--- src/cmaf_pkg.sv ---
// Shared constants, types and controller command bundle for the
// centered moving average filter. No dependencies.
`default_nettype none
package cmaf_pkg;

    localparam int SAMPLE_W   = 16;
    localparam int SUM_W      = SAMPLE_W + 6;
    localparam int HIST_DEPTH = 128;
    localparam int ADDR_W     = $clog2(HIST_DEPTH);
    localparam int K_W        = 5;
    localparam int CNT_W      = K_W + 1;
    localparam int REM_W      = CNT_W + 1;
    localparam int DIV_STEPS  = SUM_W;
    localparam int STEP_W     = $clog2(DIV_STEPS);

    localparam logic [K_W-1:0]    HALF_WIDTH_RESET = K_W'(2);
    localparam logic [ADDR_W-1:0] RCV_SAT          = {ADDR_W{1'b1}};
    localparam logic [CNT_W-1:0]  EMIT_SAT         = {CNT_W{1'b1}};

    typedef enum logic [2:0] {
        ST_IDLE,
        ST_SETUP,
        ST_SUM,
        ST_DRAIN,
        ST_LOAD,
        ST_DIV,
        ST_OUT
    } cmaf_state_t;

    typedef struct packed {
        logic              wr_en;
        logic              acc_clr;
        logic              rd_en;
        logic [ADDR_W-1:0] rd_age;
        logic              div_load;
        logic [CNT_W-1:0]  div_cnt;
        logic              div_step;
    } cmaf_cmd_t;

endpackage
`default_nettype wire

--- src/cmaf_in_if.sv ---
// Input sample channel: valid/ready handshake with sample and last flag.
// Depends on cmaf_pkg.
`default_nettype none
interface cmaf_in_if;
    logic                               valid;
    logic                               ready;
    logic signed [cmaf_pkg::SAMPLE_W-1:0] sample;
    logic                               last;

    modport source (output valid, output sample, output last, input ready);
    modport sink   (input valid, input sample, input last, output ready);
endinterface
`default_nettype wire

--- src/cmaf_out_if.sv ---
// Result channel: valid/ready handshake with smoothed sample and last flag.
// Depends on cmaf_pkg.
`default_nettype none
interface cmaf_out_if;
    logic                               valid;
    logic                               ready;
    logic signed [cmaf_pkg::SAMPLE_W-1:0] smoothed;
    logic                               last_out;

    modport source (output valid, output smoothed, output last_out, input ready);
    modport sink   (input valid, input smoothed, input last_out, output ready);
endinterface
`default_nettype wire

--- src/cmaf_datapath.sv ---
// Datapath: sample history memory, window accumulator and serial
// rounding divider. Driven by cmaf_ctrl commands; depends on cmaf_pkg.
`default_nettype none
module cmaf_datapath (
    input  wire logic                                 clk,
    input  wire logic                                 rst_n,
    input  wire cmaf_pkg::cmaf_cmd_t                  cmd,
    input  wire logic signed [cmaf_pkg::SAMPLE_W-1:0] sample,
    output logic signed [cmaf_pkg::SAMPLE_W-1:0]      smoothed
);
    localparam int SW = cmaf_pkg::SAMPLE_W;
    localparam int UW = cmaf_pkg::SUM_W;
    localparam int AW = cmaf_pkg::ADDR_W;
    localparam int CW = cmaf_pkg::CNT_W;

    logic signed [SW-1:0] mem [cmaf_pkg::HIST_DEPTH];
    logic [AW-1:0]        wr_ptr_reg, wr_ptr_next;
    logic [AW-1:0]        rd_addr;
    logic signed [SW-1:0] rd_data_reg;
    logic                 rd_valid_reg;
    logic signed [UW-1:0] acc_reg, acc_next;
    logic [UW-1:0]        mag;
    logic [UW-1:0]        quo_reg, quo_next;
    logic [CW:0]          rem_reg, rem_next;
    logic [CW:0]          rem_sh;
    logic [CW-1:0]        cnt_reg, cnt_next;
    logic                 neg_reg, neg_next;

    assign rd_addr     = wr_ptr_reg - AW'(1) - cmd.rd_age;
    assign wr_ptr_next = cmd.wr_en ? wr_ptr_reg + AW'(1) : wr_ptr_reg;

    always_ff @(posedge clk)
    begin
        if (cmd.wr_en)
        begin
            mem[wr_ptr_reg] <= sample;
        end
        if (cmd.rd_en)
        begin
            rd_data_reg <= mem[rd_addr];
        end
    end

    always_comb
    begin
        acc_next = acc_reg;
        if (cmd.acc_clr)
        begin
            acc_next = '0;
        end
        else if (rd_valid_reg)
        begin
            acc_next = acc_reg + UW'(rd_data_reg);
        end
    end

    assign mag    = acc_reg[UW-1] ? UW'(-acc_reg) : UW'(acc_reg);
    assign rem_sh = {rem_reg[CW-1:0], quo_reg[UW-1]};

    always_comb
    begin
        quo_next = quo_reg;
        rem_next = rem_reg;
        cnt_next = cnt_reg;
        neg_next = neg_reg;
        if (cmd.div_load)
        begin
            neg_next = acc_reg[UW-1];
            quo_next = mag + UW'(cmd.div_cnt >> 1);
            rem_next = '0;
            cnt_next = cmd.div_cnt;
        end
        else if (cmd.div_step)
        begin
            if (rem_sh >= {1'b0, cnt_reg})
            begin
                rem_next = rem_sh - {1'b0, cnt_reg};
                quo_next = {quo_reg[UW-2:0], 1'b1};
            end
            else
            begin
                rem_next = rem_sh;
                quo_next = {quo_reg[UW-2:0], 1'b0};
            end
        end
    end

    always_ff @(posedge clk or negedge rst_n)
    begin
        if (!rst_n)
        begin
            wr_ptr_reg   <= '0;
            rd_valid_reg <= 1'b0;
        end
        else
        begin
            wr_ptr_reg   <= wr_ptr_next;
            rd_valid_reg <= cmd.rd_en;
        end
    end

    always_ff @(posedge clk)
    begin
        acc_reg <= acc_next;
        quo_reg <= quo_next;
        rem_reg <= rem_next;
        cnt_reg <= cnt_next;
        neg_reg <= neg_next;
    end

    assign smoothed = neg_reg ? SW'(-quo_reg[SW-1:0]) : quo_reg[SW-1:0];

endmodule
`default_nettype wire

--- src/cmaf_ctrl.sv ---
// Controller: run counters, window bounds and sequencing of reads,
// division and result handshakes. Depends on cmaf_pkg.
`default_nettype none
module cmaf_ctrl (
    input  wire logic                             clk,
    input  wire logic                             rst_n,
    input  wire logic                             cfg_we,
    input  wire logic [cmaf_pkg::K_W-1:0]         cfg_wdata,
    input  wire logic                             in_valid,
    input  wire logic                             in_last,
    output logic                                  in_ready,
    output logic                                  out_valid,
    output logic                                  out_last,
    input  wire logic                             out_ready,
    output cmaf_pkg::cmaf_cmd_t                   cmd
);
    localparam int KW = cmaf_pkg::K_W;
    localparam int AW = cmaf_pkg::ADDR_W;
    localparam int CW = cmaf_pkg::CNT_W;
    localparam int RW = cmaf_pkg::REM_W;
    localparam int TW = cmaf_pkg::STEP_W;

    cmaf_pkg::cmaf_state_t state_reg, state_next;
    logic [KW-1:0] hw_reg, hw_next;
    logic [KW-1:0] k_reg, k_next;
    logic [AW-1:0] rcv_reg, rcv_next;
    logic [CW-1:0] emit_reg, emit_next;
    logic [RW-1:0] rem_reg, rem_next;
    logic [CW-1:0] d_reg, d_next;
    logic          short_reg, short_next;
    logic          lastrun_reg, lastrun_next;
    logic [AW-1:0] lo_reg, lo_next;
    logic [AW-1:0] hi_reg, hi_next;
    logic [AW-1:0] age_reg, age_next;
    logic [TW-1:0] step_reg, step_next;

    logic [KW-1:0] k_use;
    logic [AW-1:0] rcv_inc;
    logic [AW-1:0] win;
    logic [AW-1:0] lo_w, hi_w;

    assign k_use   = (rcv_reg == '0) ? hw_reg : k_reg;
    assign rcv_inc = (rcv_reg == cmaf_pkg::RCV_SAT) ? rcv_reg : rcv_reg + AW'(1);
    assign win     = AW'({k_use, 1'b1});

    always_comb
    begin
        if (short_reg)
        begin
            lo_w = lo_reg;
            hi_w = hi_reg;
        end
        else
        begin
            lo_w = (d_reg > CW'(k_reg)) ? AW'(d_reg - CW'(k_reg)) : '0;
            hi_w = (emit_reg < CW'(k_reg)) ? AW'(emit_reg) + AW'(d_reg)
                                           : AW'(d_reg) + AW'(k_reg);
        end
    end

    always_comb
    begin
        state_next   = state_reg;
        hw_next      = cfg_we ? cfg_wdata : hw_reg;
        k_next       = k_reg;
        rcv_next     = rcv_reg;
        emit_next    = emit_reg;
        rem_next     = rem_reg;
        d_next       = d_reg;
        short_next   = short_reg;
        lastrun_next = lastrun_reg;
        lo_next      = lo_reg;
        hi_next      = hi_reg;
        age_next     = age_reg;
        step_next    = step_reg;
        in_ready     = 1'b0;
        out_valid    = 1'b0;
        cmd          = '0;
        cmd.rd_age   = age_reg;
        cmd.div_cnt  = CW'(hi_reg - lo_reg + AW'(1));
        out_last     = lastrun_reg && (rem_reg == RW'(1));

        unique case (state_reg)
            cmaf_pkg::ST_IDLE:
            begin
                in_ready = 1'b1;
                if (in_valid)
                begin
                    cmd.wr_en  = 1'b1;
                    k_next     = k_use;
                    d_next     = {k_use, 1'b0};
                    short_next = 1'b0;
                    if (!in_last)
                    begin
                        rcv_next     = rcv_inc;
                        lastrun_next = 1'b0;
                        if (rcv_inc >= win)
                        begin
                            rem_next   = RW'(1);
                            state_next = cmaf_pkg::ST_SETUP;
                        end
                    end
                    else
                    begin
                        rcv_next     = '0;
                        lastrun_next = 1'b1;
                        state_next   = cmaf_pkg::ST_SETUP;
                        if (rcv_inc < win)
                        begin
                            short_next = 1'b1;
                            lo_next    = '0;
                            hi_next    = rcv_inc - AW'(1);
                            rem_next   = RW'(rcv_inc);
                        end
                        else
                        begin
                            rem_next = RW'(win);
                        end
                    end
                end
            end
            cmaf_pkg::ST_SETUP:
            begin
                cmd.acc_clr = 1'b1;
                lo_next     = lo_w;
                hi_next     = hi_w;
                age_next    = lo_w;
                state_next  = cmaf_pkg::ST_SUM;
            end
            cmaf_pkg::ST_SUM:
            begin
                cmd.rd_en = 1'b1;
                if (age_reg == hi_reg)
                begin
                    state_next = cmaf_pkg::ST_DRAIN;
                end
                else
                begin
                    age_next = age_reg + AW'(1);
                end
            end
            cmaf_pkg::ST_DRAIN:
            begin
                state_next = cmaf_pkg::ST_LOAD;
            end
            cmaf_pkg::ST_LOAD:
            begin
                cmd.div_load = 1'b1;
                step_next    = '0;
                state_next   = cmaf_pkg::ST_DIV;
            end
            cmaf_pkg::ST_DIV:
            begin
                cmd.div_step = 1'b1;
                if (step_reg == TW'(cmaf_pkg::DIV_STEPS - 1))
                begin
                    state_next = cmaf_pkg::ST_OUT;
                end
                else
                begin
                    step_next = step_reg + TW'(1);
                end
            end
            cmaf_pkg::ST_OUT:
            begin
                out_valid = 1'b1;
                if (out_ready)
                begin
                    rem_next = rem_reg - RW'(1);
                    if (!short_reg)
                    begin
                        emit_next = (emit_reg == cmaf_pkg::EMIT_SAT) ? emit_reg
                                                                     : emit_reg + CW'(1);
                        d_next    = d_reg - CW'(1);
                    end
                    if (rem_reg == RW'(1))
                    begin
                        state_next = cmaf_pkg::ST_IDLE;
                        if (lastrun_reg)
                        begin
                            emit_next = '0;
                        end
                    end
                    else if (!short_reg)
                    begin
                        state_next = cmaf_pkg::ST_SETUP;
                    end
                end
            end
            default:
            begin
                state_next = cmaf_pkg::ST_IDLE;
            end
        endcase
    end

    always_ff @(posedge clk or negedge rst_n)
    begin
        if (!rst_n)
        begin
            state_reg   <= cmaf_pkg::ST_IDLE;
            hw_reg      <= cmaf_pkg::HALF_WIDTH_RESET;
            k_reg       <= '0;
            rcv_reg     <= '0;
            emit_reg    <= '0;
            rem_reg     <= '0;
            d_reg       <= '0;
            short_reg   <= 1'b0;
            lastrun_reg <= 1'b0;
            lo_reg      <= '0;
            hi_reg      <= '0;
            age_reg     <= '0;
            step_reg    <= '0;
        end
        else
        begin
            state_reg   <= state_next;
            hw_reg      <= hw_next;
            k_reg       <= k_next;
            rcv_reg     <= rcv_next;
            emit_reg    <= emit_next;
            rem_reg     <= rem_next;
            d_reg       <= d_next;
            short_reg   <= short_next;
            lastrun_reg <= lastrun_next;
            lo_reg      <= lo_next;
            hi_reg      <= hi_next;
            age_reg     <= age_next;
            step_reg    <= step_next;
        end
    end

endmodule
`default_nettype wire

--- src/centered_moving_average_filter.sv ---
// Top level of the centered moving average filter.
// Depends on cmaf_pkg, cmaf_in_if, cmaf_out_if, cmaf_ctrl, cmaf_datapath.
// Each result: accumulator clear, window-length reads (1..63, one history read per
// cycle), a drain step, divider load and serial division, then the result handshake.
// One request at a time; a last sample flushes up to 63 results, each with its own
// window sum and division; a short run repeats one mean back to back.
// Reset: asynchronous, active low; half_width returns to 2, counts clear.
`default_nettype none
module centered_moving_average_filter (
    input  wire logic                        clk,
    input  wire logic                        rst_n,
    cmaf_in_if.sink                          in_ch,
    cmaf_out_if.source                       out_ch,
    input  wire logic                        cfg_we,
    input  wire logic [cmaf_pkg::K_W-1:0]    cfg_wdata
);
    cmaf_pkg::cmaf_cmd_t cmd;

    cmaf_ctrl u_ctrl (
        .clk       (clk),
        .rst_n     (rst_n),
        .cfg_we    (cfg_we),
        .cfg_wdata (cfg_wdata),
        .in_valid  (in_ch.valid),
        .in_last   (in_ch.last),
        .in_ready  (in_ch.ready),
        .out_valid (out_ch.valid),
        .out_last  (out_ch.last_out),
        .out_ready (out_ch.ready),
        .cmd       (cmd)
    );

    cmaf_datapath u_datapath (
        .clk      (clk),
        .rst_n    (rst_n),
        .cmd      (cmd),
        .sample   (in_ch.sample),
        .smoothed (out_ch.smoothed)
    );

endmodule
`default_nettype wire
--- src/flat_wrapper.sv ---
// flat-port wrapper written by rule: the top's interface ports become plain ports
module centered_moving_average_filter_flat 
  (clk, rst_n, cfg_we, cfg_wdata, in_ch_valid, in_ch_sample, in_ch_last, in_ch_ready, out_ch_valid, out_ch_smoothed, out_ch_last_out, out_ch_ready);
  cmaf_in_if in_ch_i ();
  cmaf_out_if out_ch_i ();
  input  wire logic clk;
  input  wire logic rst_n;
  input  wire logic cfg_we;
  input  wire logic [cmaf_pkg::K_W-1:0] cfg_wdata;
  input wire logic [$bits(in_ch_i.valid)-1:0] in_ch_valid;
  input wire logic [$bits(in_ch_i.sample)-1:0] in_ch_sample;
  input wire logic [$bits(in_ch_i.last)-1:0] in_ch_last;
  output wire logic [$bits(in_ch_i.ready)-1:0] in_ch_ready;
  output wire logic [$bits(out_ch_i.valid)-1:0] out_ch_valid;
  output wire logic [$bits(out_ch_i.smoothed)-1:0] out_ch_smoothed;
  output wire logic [$bits(out_ch_i.last_out)-1:0] out_ch_last_out;
  input wire logic [$bits(out_ch_i.ready)-1:0] out_ch_ready;
  assign in_ch_i.valid = in_ch_valid;
  assign in_ch_i.sample = in_ch_sample;
  assign in_ch_i.last = in_ch_last;
  assign in_ch_ready = in_ch_i.ready;
  assign out_ch_valid = out_ch_i.valid;
  assign out_ch_smoothed = out_ch_i.smoothed;
  assign out_ch_last_out = out_ch_i.last_out;
  assign out_ch_i.ready = out_ch_ready;
  centered_moving_average_filter u_core (.clk(clk), .rst_n(rst_n), .in_ch(in_ch_i), .out_ch(out_ch_i), .cfg_we(cfg_we), .cfg_wdata(cfg_wdata));
endmodule
--- config.mk ---
export PLATFORM = sky130hd
export DESIGN_NAME = centered_moving_average_filter_flat
export DESIGN_NICKNAME = d
export VERILOG_FILES = /design/src/cmaf_pkg.sv /design/src/cmaf_in_if.sv /design/src/cmaf_out_if.sv /design/src/cmaf_datapath.sv /design/src/cmaf_ctrl.sv /design/src/centered_moving_average_filter.sv /design/src/flat_wrapper.sv
export SDC_FILE = /design/constraint.sdc
export NUM_CORES = 2
export LEC_CHECK = 0
export ABC_AREA = 1
export BUFFER_PORTS_ARGS = -buffer_cell sky130_fd_sc_hd__clkbuf_2
export CAP_MARGIN = 20
export CORE_MARGIN = 3
export CORE_UTILIZATION = 50
export DETAILED_ROUTE_END_ITERATION = 10
export PLACE_DENSITY = 0.65
export SLEW_MARGIN = 25
export SYNTH_ARGS = -nofsm -noshare
export SYNTH_HDL_FRONTEND = slang
export SYNTH_SLANG_ARGS = --single-unit
export TNS_END_PERCENT = 5
--- constraint.sdc ---
create_clock -name clk -period 3.5 [get_ports clk]
set_input_delay 0.525 -clock clk [delete_from_list [all_inputs] [get_ports clk]]
set_output_delay 0.525 -clock clk [all_outputs]
set_load 0.02 [all_outputs]
== Yosys cells after proc, flatten, opt, wreduce, memory -nomap -nowiden ==
Memory sizes are Yosys's and may differ from the RTL's. A register that Yosys moved wholly into a read port is not among the register bits.
Cells that the tools add are included.
Cells by class
  add/sub/neg operators: 20
  order comparisons: 5
  equal/unequal tests: 23
  mux-type cells: 61
  reductions and logical operators: 17
Operators by type and width (count)
  $mux 7: 18
  $mux 22: 3
  $pmux 7 s2: 4
  $mux 6: 8
  $mux 3: 8
  $add 22x16->22: 1
  $add 22x5->22: 1
  $neg 22->22: 1
  $add 7x1->7 const B: 3
  $pmux 3 s7: 1
  $sub 7x1->7 const B: 3
  $ne 2x2->1 const B: 10
  $mux 16: 1
  $neg 16->16: 1
  $ge 7x6->1: 2
  $mux 1: 14
  $add 6x1->6 const B: 2
  $pmux 6 s2: 1
  $reduce_and 4->1: 3
  $sub 6x6->6: 2
  $mux 5: 2
  $pmux 5 s2: 1
  $reduce_bool 2->1: 5
  $eq 3x3->1 const B: 3
  23 further kinds: 28
Word-level totals
  register bits after elaboration: 132
  bits in writable memories: 2048
  bits of input ports: 27
  output and inout bits: 19
  word-level logic and storage cells: 147
  memories: 1
Memories
  u_core.u_datapath.mem: words 128, bits a word 16, rd ports 1, clocked after memory_dff 1, write ports 1, RTL line cmaf_datapath.sv:16  | logic signed [SW-1:0] mem [cmaf_pkg::HIST_DEPTH];

== Longest topological paths before layout ==
  depth in word-level cells: 7
  depth in mapped cells: 22
  mapped depth without buffers: 22

== Hierarchy ==
From an unflattened synthesis, not the netlist that was laid out.
Second synthesis, totals
  cell total of the unflattened synthesis: 7873
  area total of the unflattened synthesis: 93345.8 µm²
By module, submodules not included
  cmaf_datapath: times used 1, cells an instance 7192, area each 88394.8 µm²
  cmaf_ctrl: times used 1, cells an instance 681, area each 4951.0 µm²

== Worst setup path before layout ==
Ideal clock, no wire load.
  path type: reg2reg
  start: register u_core.u_ctrl.hi_reg[1]
  end: register u_core.u_datapath.quo_reg[15], data pin
  setup time: 0.252 ns
  data arrival time: 2.847 ns
  data required time: 3.248 ns
  setup slack: 0.401 ns
  cell stages (with the launch flop): 21
  buffers on the path: 0
  cells stage by stage: dfrtp_1 -> inv_1 -> ha_1 -> inv_1 -> ha_1 -> inv_1 -> fa_1 -> o21ai_0 -> xnor2_1 -> ha_1 -> inv_1 -> nor2_1 -> nand3_1 -> nand2_1 -> nand2_1 -> nor2_4 -> nand3_1 -> nand2_1 -> nand2_1 -> nand2_1 -> nand2_1
RTL lines
  start, declared: RTL line cmaf_ctrl.sv:33  | logic [AW-1:0] hi_reg, hi_next;
  start signal, assigned: RTL line cmaf_ctrl.sv:227  | hi_reg <= hi_next;
  end signal, assigned: RTL line cmaf_datapath.sv:105  | quo_reg <= quo_next;
  end, declared: RTL line cmaf_datapath.sv:23  | logic [UW-1:0] quo_reg, quo_next;

== Worst setup path after layout ==
  start: register u_core.u_ctrl.age_reg[0]
  end: register u_core.u_datapath.rd_data_reg[14] (read register of u_core.u_datapath.mem), data pin
Between the ends
  word-level cells in the longest chain between the ends: 1
Ends and longest elaborated chain
  start, declared: RTL line cmaf_ctrl.sv:34  | logic [AW-1:0] age_reg, age_next;
  start signal, assigned: RTL line cmaf_ctrl.sv:228  | age_reg <= age_next;
  $sub 7x7->7: RTL line cmaf_datapath.sv:29  | assign rd_addr = wr_ptr_reg - AW'(1) - cmd.rd_age;
  end, declared: RTL line cmaf_datapath.sv:19  | logic signed [SW-1:0] rd_data_reg;
No other way between the ends.
A chain may end at the register's enable or synchronous reset.

==> run metrics <==
status=finished, final reports clean; initial antenna violation count=6; Die H=437 um; CTS Root Cell=clkbuf_16; Pre-Repair DR Iteration Count=8; crit path DAT=about 4200 ps; Multi-input gate area=between 20000 and 30000 sq um; Period minus WS final=about 3500 ps; crit path capture type=flop; max-slew violation count=0; Fmax=between 0.2 and 0.3 GHz; routed len/inst=24.9 um; share of layout cells above drive strength 1=0.121; Reg area=65300 sq um; first-pass GRT wire length=about 390 mm; Fill cells=14691; Hold Crit Class=in2reg; max cap viols=0; post-synthesis cell area=roughly 93000 sq um; Clk pin slew, worst setup/hold paths=about 60 ps; ys async rst share=0.0342; DP Cell Count=about 10000; Via Count=roughly 63000; CTS max path bufs=3; vias per cell=5.95; Congestion Overflow GR=0; Critical R2R Launch=u_core.u_ctrl.age_reg[0]; area growth from synthesis to layout=14.9%; Post-synth EDFFs=between 2000 and 2500; routability congestion estimate=0.903; capture point of the worst reg-to-reg path=u_core.u_datapath.rd_data_reg[14]; initial core utilization=0.505; Syn Nets=7844; Worst Reg-to-Reg Cells=13; num rows=~160; CTS Buf Count=217; Slew headroom=0.278; CTS sink cnt=2196; DRC violations left=0; CTS tree=done; Die Width=437 um; largest net degree at the start of global routing=133; post-synthesis cell count=around 7700; skew final=36.4 ps; RSZ-0062 raised after global routing=true; mean area per synthesized cell=around 12 sq um; Largest register FFs=2048; Cell variety after synth=between 60 and 70; Slew @ Worst Pin=approximately 1100 ps; final setup fails=0; worst path required time=between 4000 and 5000 ps; DIE AREA=~190000 sq um; CTS H-Tree Depth=4; Hold Startpoint=in_ch_sample[13]; period utilization=0.992; Seq/Total Area, Yosys=0.704; final non-filler cell total=10670; top_reg_cell synth=edfxtp_1; count of final hold-check violations=0; Hold Crit Endpoint=u_core.u_datapath.mem[8][13]; clock insertion delay at the later pin of the skew report=860 ps; Syn. warnings=0; worst hold path cell count=1; Ports=46; DRT iter0 DRCs=roughly 8100; R2R Setup Slk=approximately 28 ps; register bit count reported by yosys=between 2000 and 2500; Routed WL=approximately 270 mm; hpwl dp=between 150 and 200 mm; GRT Resource Usage Total=0.273; Setup crit start kind=flop; fin nets=slightly above 8000; Routed Antenna Nets=0; core footprint=between 150000 and 200000 sq um; crit path kind=reg2reg; CP Max Fanout=24; number of global-route vias before repair=between 60000 and 70000; I/O Buffers=45
## what timing repair did
| action | 4_1_cts | 5_1_grt |
|---|---|---|
| gates cloned | 11 | 0 |
| setup endpoints to repair | 16 | 32 |
| endpoints found under the hold margin | 80 | 0 |
| hold buffers | 12 | 0 |
| resized for setup | 76 | 57 |
| pin swaps | 7 | 14 |
| setup buffers | 13 | 1 |
## logic make-up (layout without fill, tap and decap cells)
logic type	Yosys count	count (layout)	synth area share
compound gates	1457	1457	0.0926
xor+xnor	72	72	0.00704
fa+ha+maj	85	85	0.0120
buf+inv	690	1162	0.0320
flops	2196	2196	0.704
mux	202	202	0.0219
other cells	1	3	0.0000404
simple gates	3029	3029	0.131
## worst max-delay path, cell delays in order (launching register included)
cell     delay [ps]
dfrtp_1         390
inv_2            80
ha_4            120
inv_1            50
fa_4            480
xnor2_4         350
buf_4           350
buf_4           380
nand2_1         110
nand3_1         280
nand3_2         280
nand3_1         260
nand3_1         110
nand2_1          90
## worst max-delay path by stage
| stage | slack, ps | to | startpoint |
|---|---|---|---|
| 2_1_floorplan | 400 | u_core.u_datapath.quo_reg[15] | u_core.u_ctrl.hi_reg[1] |
| 3_3_place_gp | -260 | u_core.u_datapath.rd_data_reg[14] | u_core.u_ctrl.age_reg[0] |
| 3_5_place_dp | -260 | u_core.u_datapath.rd_data_reg[14] | u_core.u_ctrl.age_reg[0] |
| 4_1_cts | -8 | u_core.u_datapath.rd_data_reg[11] | u_core.u_ctrl.age_reg[0] |
| 5_1_grt | -80 | u_core.u_datapath.rd_data_reg[9] | u_core.u_ctrl.age_reg[0] |
| 6_report | 30 | u_core.u_datapath.rd_data_reg[14] | u_core.u_ctrl.age_reg[0] |
## layout make-up
type | count | area share
clock buffer | 261 | 0.0531
clock inverter | 138 | 0.0123
sequential | 2196 | 0.612
antenna | 2 | 0.0000469
timing repair buffer | 530 | 0.0501
multi-input combinational | 4846 | 0.235
inverter | 233 | 0.00847
tap | 2464 | 0.0289
## routing by layer
| metal | vias up | wire [um] | GRT usage |
|---|---|---|---|
| met3 | 460 | 25600 | 0.0524 |
| met4 | 6 | 10500 | 0.103 |
| met2 | 3163 | 121000 | 0.423 |
| met1 | 31388 | 108000 | 0.385 |
| met5 | - | 40 | 0 |
| li1 | 28482 | - | - |
## cell usage after synthesis, drive strengths merged (20+ instances only)
library cell,number,area (sq um)
nor3,27,145
o32ai,212,1860
mux2i,197,1970
dfxtp,28,561
clkbuf,244,916
nor2,1391,5270
inv,229,862
nand3,403,2020
buf,213,1180
o211ai,20,150
nand2,1173,4460
nand4,20,131
o22ai,215,1350
xor2,50,453
edfxtp,2093,62900
a21oi,106,531
xnor2,22,200
o21ai,852,4290
dfrtp,74,1850
ha,78,976
## metrics by stage
| stage | util | instance area, sq um | hold WS (ps) | setup TNS (ps) | setup slack (ps) |
|---|---|---|---|---|---|
| after global placement | 0.536 | 98500 | 448 | -1750 | -257 |
| final | 0.580 | 107000 | 115 | 0 | 28.4 |
| after global routing | 0.580 | 107000 | 74.7 | -728 | -79.8 |
| after CTS | 0.579 | 106000 | 51.4 | -14.7 | -8.02 |
| after floorplan | - | 92800 | 229 | 0 | 401 |
| after detailed placement | 0.536 | 98500 | 461 | -1920 | -265 |
## cells in the final DEF (no fill, tap or decap), types with 12 or more instances in the layout
master	count
a21oi_1	92
buf_12	77
buf_4	386
bufinv_16	21
clkbuf_1	41
clkbuf_16	220
clkbuf_2	28
clkinv_1	58
clkinv_2	36
dfrtp_1	74
dfxtp_1	28
dlygate4sd3_1	12
edfxtp_1	2093
ha_1	77
inv_1	222
mux2i_1	197
nand2_1	1125
nand2_2	45
nand3_1	375
nand3_2	27
nand4_1	19
nor2_1	1377
nor3_1	21
o211ai_1	20
o21ai_0	794
o21ai_1	47
o22ai_1	212
o32ai_1	206
xnor2_1	21
xor2_1	45
Power is left out: the tool's default activity adds up to more than one toggle a clock period on the data nets, which glitch-free logic cannot reach.
